## src/hdl/blstk_pkg.sv

```systemverilog
package blstk_pkg;

  // request kinds
  localparam logic [1:0] KIND_PUSH = 2'd0;
  localparam logic [1:0] KIND_POP  = 2'd1;
  localparam logic [1:0] KIND_PEEK = 2'd2;

  // result status codes
  localparam logic [1:0] STAT_OK        = 2'd0;
  localparam logic [1:0] STAT_OVERFLOW  = 2'd1;
  localparam logic [1:0] STAT_UNDERFLOW = 2'd2;
  localparam logic [1:0] STAT_BADPOS    = 2'd3;

  // field widths
  localparam int WORD_W  = 32;
  localparam int COUNT_W = 7;

  localparam logic [WORD_W-1:0] ERR_WORD = '1;
  localparam logic [COUNT_W-1:0] CAP_RESET = 7'd64;

  // controller states
  typedef enum logic [0:0] {
    ST_IDLE,
    ST_READ
  } state_t;

endpackage

```

## src/hdl/blstk_ram.sv

```systemverilog
module blstk_ram #(
  parameter int WIDTH = 32,
  parameter int DEPTH = 64,
  localparam int AW = (DEPTH > 1) ? $clog2(DEPTH) : 1
) (
  input  logic             clk,
  input  logic             we,
  input  logic [AW-1:0]    waddr,
  input  logic [WIDTH-1:0] wdata,
  input  logic             re,
  input  logic [AW-1:0]    raddr,
  output logic [WIDTH-1:0] rdata
);

  logic [WIDTH-1:0] mem_r [DEPTH];
  logic [WIDTH-1:0] rdata_r;

  // one write port, one registered read port
  always_ff @(posedge clk) begin
    if (we) begin
      mem_r[waddr] <= wdata;
    end
    if (re) begin
      rdata_r <= mem_r[raddr];
    end
  end

  assign rdata = rdata_r;

endmodule

```

## src/hdl/bounded_lifo_stack.sv

```systemverilog
// bounded lifo stack of 32-bit words, entries held in a single-port-pair ram
// push and error results are registered in the cycle after acceptance; pop
// and peek with data pass the read state first; throughput: one word per
// cycle for push while results are taken, none during a pop or peek ram read
// reset (synchronous, active low): count 0, capacity 64, ram contents kept
module bounded_lifo_stack #(
  parameter int DEPTH = 64
) (
  input  logic               clk,
  input  logic               rst_n,
  input  logic               cfg_we,
  input  logic [6:0]         cfg_wdata,
  input  logic               in_valid,
  output logic               in_ready,
  input  logic [1:0]         in_kind,
  input  logic signed [31:0] in_push_value,
  input  logic [6:0]         in_position,
  output logic               out_valid,
  input  logic               out_ready,
  output logic signed [31:0] out_data,
  output logic [1:0]         out_status,
  output logic [6:0]         out_count,
  output logic               out_is_empty,
  output logic               out_is_full
);
  import blstk_pkg::*;

  localparam int AW = (DEPTH > 1) ? $clog2(DEPTH) : 1;
  localparam logic [COUNT_W-1:0] DEPTH_SAT =
    (DEPTH > 127) ? 7'd127 : COUNT_W'(DEPTH);

  state_t               state_r, state_nxt;
  logic [COUNT_W-1:0]   cap_r;
  logic [COUNT_W-1:0]   count_r, count_nxt;
  logic                 out_valid_r, out_valid_nxt;
  logic [WORD_W-1:0]    out_data_r, out_data_nxt;
  logic [1:0]           out_status_r, out_status_nxt;
  logic [COUNT_W-1:0]   out_count_r, out_count_nxt;
  logic                 out_is_empty_r, out_is_empty_nxt;
  logic                 out_is_full_r, out_is_full_nxt;

  logic                 accept;
  logic [COUNT_W-1:0]   eff_cap;
  logic [COUNT_W-1:0]   op_count;
  logic [1:0]           op_status;
  logic [WORD_W-1:0]    op_data;
  logic                 op_read;
  logic                 op_write;
  logic [COUNT_W-1:0]   rd_idx;
  logic [WORD_W-1:0]    ram_rdata;

  // capacity clamped to 1..DEPTH (at most 127)
  always_comb begin
    if (cap_r == '0) begin
      eff_cap = 7'd1;
    end else if (cap_r > DEPTH_SAT) begin
      eff_cap = DEPTH_SAT;
    end else begin
      eff_cap = cap_r;
    end
  end

  // decode of the offered request
  always_comb begin
    op_count  = count_r;
    op_status = STAT_OK;
    op_data   = '0;
    op_read   = 1'b0;
    op_write  = 1'b0;
    rd_idx    = '0;
    case (in_kind)
      KIND_PUSH: begin
        if (count_r >= eff_cap) begin
          op_status = STAT_OVERFLOW;
        end else begin
          op_write = 1'b1;
          op_count = count_r + 7'd1;
        end
      end
      KIND_POP: begin
        if (count_r == '0) begin
          op_status = STAT_UNDERFLOW;
          op_data   = ERR_WORD;
        end else begin
          op_read  = 1'b1;
          op_count = count_r - 7'd1;
          rd_idx   = count_r - 7'd1;
        end
      end
      KIND_PEEK: begin
        if (in_position == '0 || in_position > count_r) begin
          op_status = STAT_BADPOS;
          op_data   = ERR_WORD;
        end else begin
          op_read = 1'b1;
          rd_idx  = count_r - in_position;
        end
      end
      default: begin
      end
    endcase
  end

  assign in_ready = (state_r == ST_IDLE) && (!out_valid_r || out_ready);
  assign accept   = in_valid && in_ready;

  // next state, count and result register
  always_comb begin
    state_nxt        = state_r;
    count_nxt        = count_r;
    out_valid_nxt    = out_valid_r && !out_ready;
    out_data_nxt     = out_data_r;
    out_status_nxt   = out_status_r;
    out_count_nxt    = out_count_r;
    out_is_empty_nxt = out_is_empty_r;
    out_is_full_nxt  = out_is_full_r;
    case (state_r)
      ST_IDLE: begin
        if (accept) begin
          count_nxt        = op_count;
          out_status_nxt   = op_status;
          out_count_nxt    = op_count;
          out_is_empty_nxt = (op_count == '0);
          out_is_full_nxt  = (op_count >= eff_cap);
          out_data_nxt     = op_data;
          if (op_read) begin
            state_nxt = ST_READ;
          end else begin
            out_valid_nxt = 1'b1;
          end
        end
      end
      ST_READ: begin
        out_data_nxt  = ram_rdata;
        out_valid_nxt = 1'b1;
        state_nxt     = ST_IDLE;
      end
      default: begin
        state_nxt = ST_IDLE;
      end
    endcase
  end

  // control registers
  always_ff @(posedge clk) begin
    if (!rst_n) begin
      state_r     <= ST_IDLE;
      count_r     <= '0;
      cap_r       <= CAP_RESET;
      out_valid_r <= 1'b0;
    end else begin
      state_r     <= state_nxt;
      count_r     <= count_nxt;
      out_valid_r <= out_valid_nxt;
      if (cfg_we) begin
        cap_r <= cfg_wdata;
      end
    end
  end

  // result payload
  always_ff @(posedge clk) begin
    out_data_r     <= out_data_nxt;
    out_status_r   <= out_status_nxt;
    out_count_r    <= out_count_nxt;
    out_is_empty_r <= out_is_empty_nxt;
    out_is_full_r  <= out_is_full_nxt;
  end

  // entry store
  blstk_ram #(
    .WIDTH (WORD_W),
    .DEPTH (DEPTH)
  ) u_ram (
    .clk   (clk),
    .we    (accept && op_write),
    .waddr (AW'(count_r)),
    .wdata (in_push_value),
    .re    (accept && op_read),
    .raddr (AW'(rd_idx)),
    .rdata (ram_rdata)
  );

  assign out_valid    = out_valid_r;
  assign out_data     = out_data_r;
  assign out_status   = out_status_r;
  assign out_count    = out_count_r;
  assign out_is_empty = out_is_empty_r;
  assign out_is_full  = out_is_full_r;

endmodule

```

## config.mk

```make
export PLATFORM = sky130hd
export DESIGN_NAME = bounded_lifo_stack
export DESIGN_NICKNAME = d
export VERILOG_FILES = /design/src/hdl/blstk_pkg.sv /design/src/hdl/blstk_ram.sv /design/src/hdl/bounded_lifo_stack.sv
export SDC_FILE = /design/constraint.sdc
export NUM_CORES = 2
export LEC_CHECK = 0
export ABC_CLOCK_PERIOD_IN_PS = 5850
export BUFFER_PORTS_ARGS = -buffer_cell sky130_fd_sc_hd__buf_2
export CORE_MARGIN = 5
export CORE_UTILIZATION = 50
export DETAILED_ROUTE_END_ITERATION = 10
export GPL_ROUTABILITY_DRIVEN = 0
export PLACE_DENSITY_LB_ADDON = 0.05
export SETUP_SLACK_MARGIN = 0.5
export SYNTH_ARGS = -nofsm -noshare
export SYNTH_HDL_FRONTEND = slang
export SYNTH_SLANG_ARGS = --single-unit
```

## constraint.sdc

```tcl
create_clock -name clk -period 5.85 [get_ports clk]
set_clock_uncertainty 0.15 [all_clocks]
set_input_delay 0.585 -clock clk [delete_from_list [all_inputs] [get_ports clk]]
set_output_delay 0.585 -clock clk [all_outputs]
set_load 0.1 [all_outputs]
```

==> metrics.md <==
| Metric | Value |
|---|---|
| Crit path max-delay cell type | `a41oi_1` |
| Detailed placer's ending HPWL | `165,000 µm` |
| CTS buffer count | `216` |
| Pre-antenna DRT Iters | `8` |
| RR Startpoint | `count_r[1]` |
| Clk root buf | `clkbuf_16` |
| Setup tns final | `0 ns` |
| Largest fanout on the critical path | `26` |
| # DRC | `0` |
| Hold Startpoint | `in_kind[0]` |
| Pre-CTS WS | `0.155 ns` |
| Arr. time, crit path | `5.87 ns` |
| Gate Count Post-Synth | `6,100` |
| Synth Flop Type | `edfxtp_1` |
| Sequential area share after synthesis | `0.746` |
| Achievable frequency | `0.189 GHz` |
| PortBufs | `97` |
| Post-route ant nets | `0` |
| Area share of the largest cell type after synthesis | `0.742` |
| Final Max Slew Viols | `0` |
| Fin. Hold Viols | `0` |
| Post-synth design cell area | `85,900 µm²` |
| Largest net degree at the start of global routing | `122` |
| Syn Nets | `6,186` |
| CP Data Required Time | `6.42 ns` |
| Vias/cell | `6.44` |
| Multi-input gate area | `20,500 µm²` |
| Post-synth top cells | `edfxtp_1, nand2_1, or3_1` |
| Register area | `64,100 µm²` |
| Worst path max stage delay | `0.94 ns` |
| Mean post-synth cell area | `14.1 µm²` |
| Area Growth Syn to Fin | `13.9%` |
| FILL cells | `13,800` |
| Area post-placement | `90,900 µm²` |
| Crit Path Category | `reg2reg` |
| Drt initial violations | `7,963` |
| CTS Sinks | `2,139` |
| Post-layout total power | `33,800 µW` |
| Setup violators final | `0` |
| Initial antenna violation count | `35` |
| Final wirelength | `288,000 µm` |
| CTS HTree Levels | `4` |
| Final Non-Filler Cells | `8,725` |
| FFs w/ async S/R, synth | `0` |
| DIE AREA | `180,000 µm²` |
| Setup ws final | `0.551 ns` |
| Routed wire length per instance | `33.1 µm` |
| Area contributors post-synth | `edfxtp_1, or3_1, nand2_1, a21oi_1, nand3_1` |
| Crit path cell chain | `inv_1, ha_1, nor3b_1, a21o_1, nor2_1, a221o_4, nor2_2, buf_4, nand3_1, a41oi_1, or4_1` |
| Clock latency on the worst-skew pair | `0.84 ns` |
| Worst setup startpoint | `count_r[1]` |
| Core area | `171,000 µm²` |
| Setup crit end kind | `flip-flop` |
| PD cells | `346 nW/µm²` |
| Vias in the first global route | `53,700` |
| IO Count | `98` |
| Die Span Y | `424 µm` |
| CTS tree | `built` |
| Post-CTS setup buffer count | `0` |
| Startpoint class of the critical path | `flip-flop` |
| Starting Density | `0.502` |
| Worst slew pin tran | `1.33 ns` |
| Clock buffer depth | `3` |
| Peak VDD IR | `0.301 mV` |
| Ratio of final minimum period to clock period | `0.906` |
| DIE WIDTH | `424 µm` |
| Yosys cell types | `71` |
| Rel. slew slack | `0.116` |
| Clock transition at path regs | `0.06 ns` |
| Yosys top cell by area | `edfxtp_1` |
| # rows | `152` |
| Maxcap violations | `0` |
| Gr usage total | `0.316` |
| Fin nets | `6,377` |
| FF+latch count, synth | `2,139` |
| RSZ-0062 raised after global routing | `false` |
| First-pass GRT wire length | `408,000 µm` |
| Ys Warns | `0` |
| GRT overflow | `0` |
| Design area | `97,800 µm²` |
| Tmin final | `5.30 ns` |
| Via count | `56,200` |
| Number of synthesized flops with an enable pin | `2,123` |
| Leak | `0.0323 µW` |
| Most numerous cell in the Yosys netlist | `edfxtp_1` |
| Layout cells sized above 1 | `0.133` |
| Cell Count Post-Placement | `8,290` |
| Status | `finished, final reports clean` |
| Hold Path Class | `in2reg` |
## placed cells by master (no fill, tap or decap), types with 49 or more instances in the layout
cell	Yosys	layout
nand3_1	380	380
a21oi_1	450	445
o211ai_2	49	49
nand2_1	781	777
clkinv_1	1	59
or3_1	477	477
a22oi_1	111	111
buf_2	58	97
clkbuf_16	0	223
edfxtp_1	2123	2123
o211ai_1	172	172
o21ai_1	61	62
nor2_4	0	67
mux2i_1	125	125
o21ai_0	362	361
clkbuf_1	354	62
buf_4	2	271
## layer usage
| metal | up-vias | global-route usage | part of all wire |
|---|---|---|---|
| met5 | - | 0 | 0.00029 |
| met4 | 12 | 0.123 | 0.041 |
| met3 | 480 | 0.0614 | 0.095 |
| met2 | 2988 | 0.487 | 0.46 |
| met1 | 28800 | 0.449 | 0.40 |
| li1 | 23900 | - | - |
## layout make-up
type / instances / area share
multi-input cells: 3473 / 0.209
repair buffers: 433 / 0.0374
clock buffers: 285 / 0.0594
flip-flops and latches: 2139 / 0.655
diodes: 17 / 0.000435
clock inverters: 117 / 0.00893
inverters: 28 / 0.00115
well taps: 2233 / 0.0286
## stage by stage
step	hold slack, ns	utilization
after detailed placement	0.338	0.531
after global routing	0.114	0.571
after floorplan	0.311	-
final	0.119	0.572
after CTS	0.0517	0.571
after global placement	0.339	0.531
## repair_timing
action,4_1_cts,5_1_grt
gates resized for setup,2,3
hold buffers,16,0
endpoints found under the hold margin,8,0
endpoints found under the setup margin,3,5
## sequential cells by signal (all words and copies together), names as in the netlist
| name | flops |
|---|---|
| out_is_full | 1 |
| out_count | 7 |
| out_is_empty | 1 |
| u_ram.rdata | 32 |
| out_status | 2 |
| cap_r | 7 |
| count_r | 7 |
| u_ram.mem_r | 2048 |
| out_data | 32 |
| state_r | 1 |
| out_valid | 1 |
## report_power, final
part	switching [µW]	leakage [µW]	internal [µW]
Sequential	47.6	0.0193	17000
Clock	5790	0.00326	7470
Combinational	2680	0.00982	878
## worst max-delay path: cells and delay by family, from the launching register on
family	cells	cell delay, ns
compound gates	3	2.06
simple gates	5	1.82
buf+inv	2	0.62
flops	1	0.31
fa+ha+maj	1	0.20
## cell families (layout without fill, tap and decap cells)
logic type	after synthesis	after routing	synth area share
AO/OA/AOI/OAI	1450	1450	0.105
buffers and inverters	488	863	0.0233
adder cells (fa/ha/maj)	33	33	0.00489
AND/OR/NAND/NOR	1853	1853	0.104
other	0	17	0
flip-flops	2139	2139	0.746
XOR/XNOR	5	5	0.000510
multiplexers	132	132	0.0163
## path summary, 6_finish.rpt
kind	to	depth (start not counted)	slack, ns
worst min-delay path	out_status[1]	3	0.12
worst max register to register	u_ram.rdata[27]	11	0.55
worst max-delay path	u_ram.rdata[27]	11	0.55
worst min register to register	count_r[6]	2	0.37
Power figures use the tool's default switching activity.
